<file path="config.mk">
export PLATFORM = sky130hd
export DESIGN_NAME = dsd_ctrl
export DESIGN_NICKNAME = d
export VERILOG_FILES = /design/src/rtl/dsd_pkg.sv /design/src/rtl/dsd_ctrl.sv
export SDC_FILE = /design/constraint.sdc
export NUM_CORES = 1
export LEC_CHECK = 0
export BUFFER_PORTS_ARGS = -buffer_cell sky130_fd_sc_hd__buf_2
export CAP_MARGIN = 30
export CELL_PAD_IN_SITES_DETAIL_PLACEMENT = 2
export CELL_PAD_IN_SITES_GLOBAL_PLACEMENT = 2
export CORE_MARGIN = 2
export CORE_UTILIZATION = 31
export DETAILED_ROUTE_END_ITERATION = 12
export PLACE_DENSITY_LB_ADDON = 0.1
export SYNTH_ARGS = -nofsm -noshare
export SYNTH_HDL_FRONTEND = slang
export SYNTH_SLANG_ARGS = --single-unit
</file>
<file path="constraint.sdc">
create_clock -name clk_i -period 2.7 [get_ports clk_i]
set_input_delay 0.54 -clock clk_i [delete_from_list [all_inputs] [get_ports clk_i]]
set_output_delay 0.54 -clock clk_i [all_outputs]
set_load 0.05 [all_outputs]
</file>
<file path="src/rtl/dsd_pkg.sv">
// ----------------------------------------------------------------------------
// Dense submatrix density package
// Shared types, command codes and fixed widths of the density block.
// ----------------------------------------------------------------------------
package dsd_pkg;

  // Fixed field widths.
  localparam int OUT_W      = 50;
  localparam int TOPK_W     = 7;
  localparam int MSIZE_W    = 6;
  localparam int CFG_IDX_W  = 2;
  localparam int CFG_DATA_W = 7;

  // Score arithmetic: the squared sum is scaled by 2^32 and saturates at 2^96.
  localparam int FRAC_SH = 32;
  localparam int SAT_SH  = 96;

  // Command fields are sized for the largest legal parameter values.
  localparam int LINE_W_MAX = 8;
  localparam int FLAT_W_MAX = 16;
  localparam int SEED_W_MAX = 10;

  // Configuration register indexes.
  localparam logic [CFG_IDX_W-1:0] CFG_TOP_K       = 2'd0;
  localparam logic [CFG_IDX_W-1:0] CFG_MATRIX_SIZE = 2'd1;

  localparam logic [TOPK_W-1:0]  TOP_K_RST = 7'd1;
  localparam logic [MSIZE_W-1:0] MSIZE_RST = 6'd32;

  typedef enum logic [3:0] {
    OP_NONE,
    OP_LOAD,
    OP_SRCH_INIT,
    OP_SEL_CLR,
    OP_SEL,
    OP_SEL_END,
    OP_SEED_RD,
    OP_INIT_SUM,
    OP_INIT_ROW,
    OP_INIT_COL,
    OP_SCORE_GO,
    OP_SCAN_CLR,
    OP_SCAN,
    OP_DECIDE,
    OP_UPDATE
  } op_e;

  typedef enum logic [3:0] {
    S_LOAD,
    S_GAP,
    S_SRCH_INIT,
    S_SEL_CLR,
    S_SEL,
    S_SEL_END,
    S_SEED_RD,
    S_INIT_SUM,
    S_INIT_LINES,
    S_SCORE_GO,
    S_SCORE_WAIT,
    S_SCAN_CLR,
    S_SCAN,
    S_DECIDE,
    S_UPDATE,
    S_DONE
  } state_e;

  typedef enum logic [2:0] {
    SC_IDLE,
    SC_SQUARE,
    SC_ADD,
    SC_CMP,
    SC_DONE
  } sc_state_e;

  typedef struct packed {
    op_e                   op;
    logic [FLAT_W_MAX-1:0] flat;
    logic [LINE_W_MAX-1:0] row;
    logic [LINE_W_MAX-1:0] col;
    logic [SEED_W_MAX-1:0] seed;
  } cmd_t;

  typedef struct packed {
    logic score_done;
  } stat_t;

endpackage

</file>
<file path="src/rtl/dsd_ctrl.sv">
// ----------------------------------------------------------------------------
// Density controller
// Sequences the load, seed selection passes, growth rounds and result hand-off.
// ----------------------------------------------------------------------------
module dsd_ctrl #(
  parameter int MATRIX_DIM = 32,
  parameter int MAX_SEEDS  = 64,
  localparam int NW        = $clog2(MATRIX_DIM + 1),
  localparam int TW        = $clog2(MATRIX_DIM * MATRIX_DIM + 1),
  localparam int KW        = $clog2(MAX_SEEDS + 1)
) (
  input  logic           clk_i,
  input  logic           rst_ni,
  input  logic [NW-1:0]  n_i,
  input  logic [TW-1:0]  total_i,
  input  logic [KW-1:0]  k_i,
  input  logic           in_valid_i,
  output logic           in_ready_o,
  input  logic           out_free_i,
  output logic           out_load_o,
  input  dsd_pkg::stat_t stat_i,
  output dsd_pkg::cmd_t  cmd_o
);
  import dsd_pkg::*;

  localparam int LW = $clog2(MATRIX_DIM);
  localparam int AW = $clog2(MATRIX_DIM * MATRIX_DIM);
  localparam int RW = LW + 1;

  state_e state_q, state_d, gap_to_q, gap_to_d;

  logic [AW-1:0] load_pos_q, flat_q;
  logic [LW-1:0] r_q, c_q, line_q;
  logic          phase_q;
  logic [KW-1:0] seed_q;
  logic [RW-1:0] rnd_q;

  logic load_last, flat_last, line_last, c_last, seed_last, rnd_last, accept;

  assign accept    = (state_q == S_LOAD) && in_valid_i;
  assign load_last = (TW'(load_pos_q) + TW'(1)) >= total_i;
  assign flat_last = (TW'(flat_q) + TW'(1)) == total_i;
  assign line_last = NW'(line_q) == (n_i - NW'(1));
  assign c_last    = NW'(c_q) == (n_i - NW'(1));
  assign seed_last = (seed_q + KW'(1)) == k_i;
  assign rnd_last  = (NW + 1)'(rnd_q) == ({n_i, 1'b0} - (NW + 1)'(2));

  always_comb begin
    state_d  = state_q;
    gap_to_d = gap_to_q;
    unique case (state_q)
      S_LOAD:      if (accept && load_last) state_d = S_SRCH_INIT;
      S_SRCH_INIT: begin
        state_d  = S_GAP;
        gap_to_d = (k_i == '0) ? S_DONE : S_SEL_CLR;
      end
      S_GAP:       state_d = gap_to_q;
      S_SEL_CLR:   state_d = S_SEL;
      S_SEL:       if (flat_last) state_d = S_SEL_END;
      S_SEL_END: begin
        if (seed_last) begin
          state_d  = S_GAP;
          gap_to_d = S_SEED_RD;
        end else begin
          state_d = S_SEL_CLR;
        end
      end
      S_SEED_RD: begin
        state_d  = S_GAP;
        gap_to_d = S_INIT_SUM;
      end
      S_INIT_SUM:   state_d = S_INIT_LINES;
      S_INIT_LINES: if (phase_q && line_last) state_d = S_SCORE_GO;
      S_SCORE_GO:   state_d = S_SCORE_WAIT;
      S_SCORE_WAIT: begin
        if (stat_i.score_done) begin
          if (!rnd_last)      state_d = S_SCAN_CLR;
          else if (seed_last) state_d = S_DONE;
          else                state_d = S_SEED_RD;
        end
      end
      S_SCAN_CLR: state_d = S_SCAN;
      S_SCAN:     if (line_last) state_d = S_DECIDE;
      S_DECIDE: begin
        state_d  = S_GAP;
        gap_to_d = S_UPDATE;
      end
      S_UPDATE:   if (line_last) state_d = S_SCORE_GO;
      S_DONE:     if (out_free_i) state_d = S_LOAD;
      default:    state_d = S_LOAD;
    endcase
  end

  always_comb begin
    cmd_o      = '0;
    cmd_o.op   = OP_NONE;
    cmd_o.flat = FLAT_W_MAX'((state_q == S_LOAD) ? load_pos_q : flat_q);
    cmd_o.row  = LINE_W_MAX'((state_q == S_SEL) ? r_q : line_q);
    cmd_o.col  = LINE_W_MAX'(c_q);
    cmd_o.seed = SEED_W_MAX'(seed_q);
    in_ready_o = (state_q == S_LOAD);
    out_load_o = (state_q == S_DONE) && out_free_i;
    unique case (state_q)
      S_LOAD:       if (in_valid_i) cmd_o.op = OP_LOAD;
      S_SRCH_INIT:  cmd_o.op = OP_SRCH_INIT;
      S_SEL_CLR:    cmd_o.op = OP_SEL_CLR;
      S_SEL:        cmd_o.op = OP_SEL;
      S_SEL_END:    cmd_o.op = OP_SEL_END;
      S_SEED_RD:    cmd_o.op = OP_SEED_RD;
      S_INIT_SUM:   cmd_o.op = OP_INIT_SUM;
      S_INIT_LINES: cmd_o.op = phase_q ? OP_INIT_COL : OP_INIT_ROW;
      S_SCORE_GO:   cmd_o.op = OP_SCORE_GO;
      S_SCAN_CLR:   cmd_o.op = OP_SCAN_CLR;
      S_SCAN:       cmd_o.op = OP_SCAN;
      S_DECIDE:     cmd_o.op = OP_DECIDE;
      S_UPDATE:     cmd_o.op = OP_UPDATE;
      default:      cmd_o.op = OP_NONE;
    endcase
  end

  always_ff @(posedge clk_i or negedge rst_ni) begin
    if (!rst_ni) begin
      state_q    <= S_LOAD;
      gap_to_q   <= S_LOAD;
      load_pos_q <= '0;
      flat_q     <= '0;
      r_q        <= '0;
      c_q        <= '0;
      line_q     <= '0;
      phase_q    <= 1'b0;
      seed_q     <= '0;
      rnd_q      <= '0;
    end else begin
      state_q  <= state_d;
      gap_to_q <= gap_to_d;
      case (state_q)
        S_LOAD: begin
          if (accept) load_pos_q <= load_last ? '0 : load_pos_q + AW'(1);
        end
        S_SRCH_INIT: seed_q <= '0;
        S_SEL_CLR: begin
          flat_q <= '0;
          r_q    <= '0;
          c_q    <= '0;
        end
        S_SEL: begin
          flat_q <= flat_q + AW'(1);
          if (c_last) begin
            c_q <= '0;
            r_q <= r_q + LW'(1);
          end else begin
            c_q <= c_q + LW'(1);
          end
        end
        S_SEL_END: seed_q <= seed_last ? '0 : seed_q + KW'(1);
        S_SEED_RD: rnd_q <= '0;
        S_INIT_SUM: begin
          line_q  <= '0;
          phase_q <= 1'b0;
        end
        S_INIT_LINES: begin
          phase_q <= !phase_q;
          if (phase_q) line_q <= line_q + LW'(1);
        end
        S_SCORE_WAIT: begin
          if (stat_i.score_done && rnd_last) seed_q <= seed_q + KW'(1);
        end
        S_SCAN_CLR: line_q <= '0;
        S_SCAN:     line_q <= line_q + LW'(1);
        S_DECIDE: begin
          rnd_q  <= rnd_q + RW'(1);
          line_q <= '0;
        end
        S_UPDATE: line_q <= line_q + LW'(1);
        default: ;
      endcase
    end
  end

endmodule

</file>
==> impl_metrics.yaml, run 1 <==
timing:
  fin_skew_ns: 0.00932
  max_freq_mhz: 357
  maxSlewViolCount: 0
  rsz0062_at_grt: "yes"
  slew_headroom_pct: 56.1
  holdWs_ns: 0.225
  worst_pin_slew_ns: 0.658
  hold_violations: 0
  setup_ws_ns: -0.100
  fin_crit_sh_pct: 104
  setup_violations: 12
  finalCriticalPeriod_ns: 2.80
  fin_tns_setup_ns: -0.569
floorplanning:
  fp.dieW_um: 124
  die_h_um: 124
  rows: 43
  io_pins: 77
  initial_core_util_pct: 32.0
  dieArea_sq_mm: 0.0154
  core_area_sq_mm: 0.0140
grt:
  grt-ovfl-total: 0
  grt_pass1_wl_um: 25300
  grt_pass1_vias: 4682
  grt_max_degree: 36
  grt_usage_pct: 20.3
  antenna_found_initial: 0
clock_network:
  clock-sinks: 57
  tritoncts: "done"
  cts_buffers: 9
  clock_latency_ns: 0.35
  clkTransAtPathRegs_ns: 0.05
  root_buffer: "clkbuf_16"
  cts_buffer_depth: 2
  cts_max_level: 3
synthesis:
  synth_edf_count: 0
  syn_avg_cell_area_sq_um: 8.38
  synthDistinctLibCells: 65
  netlist_area_sq_mm: 0.00448
  ys_async_sr_fraction_pct: 100
  ys_seq_area_share_pct: 31.8
  synthCells: 535
  ys_ff_latch: 57
  yosys_warnings: 0
  ys.flop_type: "dfrtp_1"
route:
  routedWlPerCell_um: 19.6
  drtAntennaViolNets: 0
  drtIter0Drc: 129
  remaining_drc_errors: 0
  first_pass_iters: 4
  vias: 4257
  vias_per_cell: 5.24
  drt-total-wl_um: 15900
placement:
  portBuffers: 61
  dpl_cell_area_sq_mm: 0.00514
  place_hpwl_um: 11400
  dpl.cell_count: 787
  place_congestion: 0.784
  pre_cts_ws_ns: -0.135
power:
  p_per_area_mw_per_mm2: 840
  peakVddDrop_uv: 529
  power_leakage_nw: 2.69
cells_and_area:
  final_cell_area_sq_mm: 0.00570
  mostFrequentLayoutCells: "nand2_1 (73), buf_2 (61), dfrtp_1 (55)"
  final_nets: 675
  drive_gt1_share_pct: 27.5
  syn_to_final_growth_pct: 27.0
  final_common_cell: "nand2_1"
  diodes: 0
  fin_cells: 812
setup_path:
  crit_path_start_kind: "flop"
  criticalPathCategory: "flop to flop"
  cp_max_fo: 2
  worst-endpoint-arrival_ns: 3.02
  crit_path_end_kind: "flop"
  cp.required_ns: 2.92
job:
  maxCapViolCount: 0
run_status:
  violations: "negative setup slack"
  status: "finished with violations"
hold_path:
  min_path_type: "input pin to async pin"
through the flow:
step / total power, mW / utilization, %
final: 4.78 / 40.7
after global routing: 5.09 / 40.7
after CTS: 4.73 / 39.4
after detailed placement: 3.41 / 36.7
after global placement: 3.30 / 36.7
after floorplan: 2.75 / -
critical path, cell delays in order (launching register included):
cell and delay [ns]:
dfrtp_1 0.42, ha_4 0.19, buf_4 0.13, xor2_1 0.31
ha_1 0.27, nor2_1 0.08, o311a_1 0.39, o21ai_2 0.16
nand2_1 0.09, a221oi_2 0.31, mux2_4 0.33
cell usage after synthesis (all sizes together), types with 12 or more instances:
master  number  area share, %
nand2       75            6.3
nor3        14            1.6
xnor2       36            7.0
xor2        16            3.1
nand4       12            1.7
clkbuf      17            1.5
buf         22            3.7
dfrtp       57             32
mux2        13            3.3
inv         23            1.9
nand3       19            2.1
nor2        34            2.8
o21ai       52            5.8
ha          19            5.3
a21oi       17            2.0
nand2b      15            2.1
worst paths after layout:
kind                       slack [ns]                       from                 endpoint  depth (start not counted)
setup reg to reg                -0.10  load_pos_q[1]$_DFFE_PN0P_   state_q[1]$_DFFE_PN0P_                         10
max in group asynchronous        1.82                     rst_ni   state_q[1]$_DFFE_PN0P_                          2
hold reg to reg                  0.47    gap_to_q[1]$_DFFE_PN0P_  gap_to_q[1]$_DFFE_PN0P_                          2
hold / removal                   0.23                     rst_ni       r_q[0]$_DFFE_PN0P_                          1
setup / recovery                -0.10  load_pos_q[1]$_DFFE_PN0P_   state_q[1]$_DFFE_PN0P_                         10
min in group clk_i               0.47    gap_to_q[1]$_DFFE_PN0P_  gap_to_q[1]$_DFFE_PN0P_                          2
sequential cells by signal, indices dropped and copies added (netlist names):
register    flops
c_q             5
flat_q         10
gap_to_q        4
line_q          5
load_pos_q     10
phase_q         1
r_q             5
rnd_q           6
seed_q          7
state_q         4
cells by family (layout without fill, tap and decap cells):
kind of cell	Yosys count	in the layout	share of synthesized area (%)
compound gates	117	117	16.7
xor+xnor	56	56	12.2
fa+ha+maj	19	19	5.30
buf+inv	62	144	7.03
flops	57	57	31.8
mux	18	18	4.38
other cells	1	15	0.0836
simple gates	205	206	22.4
layer usage:
layer	wire [um]	vias up	GRT usage [%]
met5	0	-	0
met4	223	0	6.21
met3	520	17	3.87
met2	7980	73	34.6
met1	7170	2137	26.2
li1	-	2030	-
where the power goes:
group / internal (mW) / switching (mW) / leakage (nW)
combinational: 0.801 / 1.38 / 1.79
sequential: 1.03 / 0.296 / 0.742
clock: 0.835 / 0.444 / 0.153
total: 2.66 / 2.12 / 2.69
repair_timing:
item,CTS,global route
hold buffers,0,0
gates cloned,0,1
resized for setup,10,29
setup endpoints to repair,18,20
setup buffers,0,7
pin swaps,2,22
cell type report:
type,instances,area (sq um)
multi-input combinational,431,2970
clock inverter,4,76.3
timing repair buffer,105,659
clock buffer,12,246
tap,180,225
inverter,23,86.3
fill,1611,8290
sequential,57,1430
Power figures use the tool's default switching activity.
==> run 2, diff against run 1 <==
--- a/config.mk
+++ b/config.mk
@@ -7,10 +7,10 @@
 export LEC_CHECK = 0
 export BUFFER_PORTS_ARGS = -buffer_cell sky130_fd_sc_hd__buf_2
 export CAP_MARGIN = 30
-export CELL_PAD_IN_SITES_DETAIL_PLACEMENT = 2
-export CELL_PAD_IN_SITES_GLOBAL_PLACEMENT = 2
+export CELL_PAD_IN_SITES_DETAIL_PLACEMENT = 1
+export CELL_PAD_IN_SITES_GLOBAL_PLACEMENT = 1
 export CORE_MARGIN = 2
-export CORE_UTILIZATION = 31
+export CORE_UTILIZATION = 38
 export DETAILED_ROUTE_END_ITERATION = 12
 export PLACE_DENSITY_LB_ADDON = 0.1
 export SYNTH_ARGS = -nofsm -noshare
==> run 2 against run 1 <==
The flow still finishes with violations (negative setup slack); critical endpoint unchanged; highest routed layer unchanged; critical path depth increased by 1; cell count down 5.7%; routed wire length is 19% lower; sequential share of layout area rose by 1.1 points; sequential cell count is the same; sequential power is 4% lower; clock skew rose by 0.00055 ns; combinational power shrank 6%; power fell by 4.4%; clock power is 3% lower; clock-buffer cell count unchanged.
==> impl_metrics.yaml, run 2 (same netlist as run 1, synthesis figures left out) <==
floorplanning:
  core_area_sq_mm: 0.0115
  die_h_um: 113
  fp.dieW_um: 113
  rows: 39
  initial_core_util_pct: 39.1
  dieArea_sq_mm: 0.0127
  io_pins: 77
run_status:
  violations: "negative setup slack"
  status: "finished with violations"
placement:
  pre_cts_ws_ns: -0.177
  dpl_cell_area_sq_mm: 0.00505
  place_hpwl_um: 9650
  dpl.cell_count: 744
  place_congestion: 0.829
  portBuffers: 61
power:
  p_seq_share_pct: 27.9
  clock_power_share_pct: 27.1
  peakVddDrop_uv: 488
  p_per_area_mw_per_mm2: 838
  total_power_mw: 4.57
  power_leakage_nw: 2.61
  switchingPower_mw: 2.01
  intPower_mw: 2.57
  sw_frac_of_total_pct: 43.9
  combPwrFrac_pct: 45.0
clock_network:
  cts_buffers: 9
  clock_latency_ns: 0.35
  cts_buffer_depth: 2
  root_buffer: "clkbuf_16"
  clkTransAtPathRegs_ns: 0.06
  clock-sinks: 57
  cts_max_level: 3
  tritoncts: "done"
cells_and_area:
  final_nets: 666
  fin_cells: 766
  syn_to_final_growth_pct: 21.7
  diodes: 0
  final_cell_area_sq_mm: 0.00546
  utilization_pct: 47.6
  drive_gt1_share_pct: 24.2
  largestRegisters: "flat_q (10), load_pos_q (10), seed_q (7)"
  mostFrequentLayoutCells: "nand2_1 (75), buf_2 (61), dfrtp_1 (56)"
  final_common_cell: "nand2_1"
grt:
  grt_pass1_wl_um: 22200
  antenna_found_initial: 0
  grt-ovfl-total: 0
  grt_pass1_vias: 4397
  grt_usage_pct: 21.9
  grt_max_degree: 58
timing:
  maxSlewViolCount: 0
  rsz0062_at_grt: "yes"
  fin_skew_ns: 0.00987
  setup_ws_ns: -0.0237
  setup_violations: 2
  slew_headroom_pct: 59.6
  fin_crit_sh_pct: 101
  max_freq_mhz: 367
  fin_tns_setup_ns: -0.0261
  worst_pin_slew_ns: 0.602
  holdWs_ns: 0.199
  hold_violations: 0
  finalCriticalPeriod_ns: 2.72
route:
  drtAntennaViolNets: 0
  vias_per_cell: 5.39
  routedWlPerCell_um: 16.9
  first_pass_iters: 4
  vias: 4127
  drt-total-wl_um: 12900
  drtIter0Drc: 127
  remaining_drc_errors: 0
setup_path:
  crit_path_start_kind: "flop"
  path_cells: "ha_2, nand3_4, nor2_4, xor2_2, ha_1, nand4_1, o311a_1, o21ai_2, nand2_1, a221oi_2, mux2_4"
  criticalPathCategory: "flop to flop"
  slowest_stage: "dfrtp_1"
  r2r_slack_ns: -0.02
  crit_path_end_kind: "flop"
  crit_path_end: "state_q[1]$_DFFE_PN0P_"
  worst-endpoint-arrival_ns: 2.95
  slowest_delay_ns: 0.36
  ff2ff_path_depth: 11
  critPathLaunch: "load_pos_q[1]$_DFFE_PN0P_"
  reg2reg_to: "state_q[1]$_DFFE_PN0P_"
  cp_max_fo: 3
  worstReg2RegStart: "load_pos_q[1]$_DFFE_PN0P_"
  cp.required_ns: 2.93
hold_path:
  min_path_type: "input pin to async pin"
job:
  maxCapViolCount: 0
-- run 2: worst min path at each step --
stage | start | endpoint | slack (ns)
6_report | rst_ni | r_q[3]$_DFFE_PN0P_ | 0.20
5_1_grt | rst_ni | flat_q[0]$_DFFE_PN0P_ | 0.24
4_1_cts | rst_ni | c_q[1]$_DFFE_PN0P_ | 0.21
3_5_place_dp | gap_to_q[1]$_DFFE_PN0P_ | gap_to_q[1]$_DFFE_PN0P_ | 0.45
3_3_place_gp | gap_to_q[1]$_DFFE_PN0P_ | gap_to_q[1]$_DFFE_PN0P_ | 0.45
2_1_floorplan | rst_ni | c_q[0]$_DFFE_PN0P_ | 0.24
-- run 2: critical path: cells and delay by family, from the launching register on --
| kind | cells | cell delay, ns |
|---|---|---|
| muxes | 1 | 0.33 |
| DFF | 1 | 0.36 |
| AOI/OAI and AO/OA | 3 | 0.83 |
| adders and majority gates | 2 | 0.54 |
| xor gates and xnor gates | 1 | 0.09 |
| and+or+nand+nor | 4 | 0.45 |
-- run 2: routing by layer --
layer	part of all wire [%]	track usage (%)
met1	46	28.3
met2	49	37.2
met3	3.3	3.94
met4	1.3	6.67
met5	0	0
-- run 2: cell type report --
cell class | instances | area, sq um
Fill cell | 1415 | 6010
Multi-Input combinational cell | 430 | 2860
Sequential cell | 57 | 1430
Timing Repair Buffer | 97 | 588
Clock buffer | 12 | 267
Tap cell | 143 | 179
Inverter | 23 | 86.3
Clock inverter | 4 | 50.0
-- run 2: power by group through the flow --
stage / Clock [mW] / Combinational (mW) / Sequential (mW)
floorplan: 0 / 1.38 / 1.37
global placement: 0 / 2.00 / 1.27
detailed placement: 0 / 2.05 / 1.28
CTS: 1.27 / 2.07 / 1.27
global route: 1.29 / 2.28 / 1.31
finish: 1.24 / 2.06 / 1.27
-- run 2: repair_timing --
action	4_1_cts	5_1_grt
pin swaps	4	8
buffers inserted	3	3
resized for setup	7	5
hold buffers	0	0
endpoints found under the setup margin	18	15
endpoints found under the hold margin	0	0
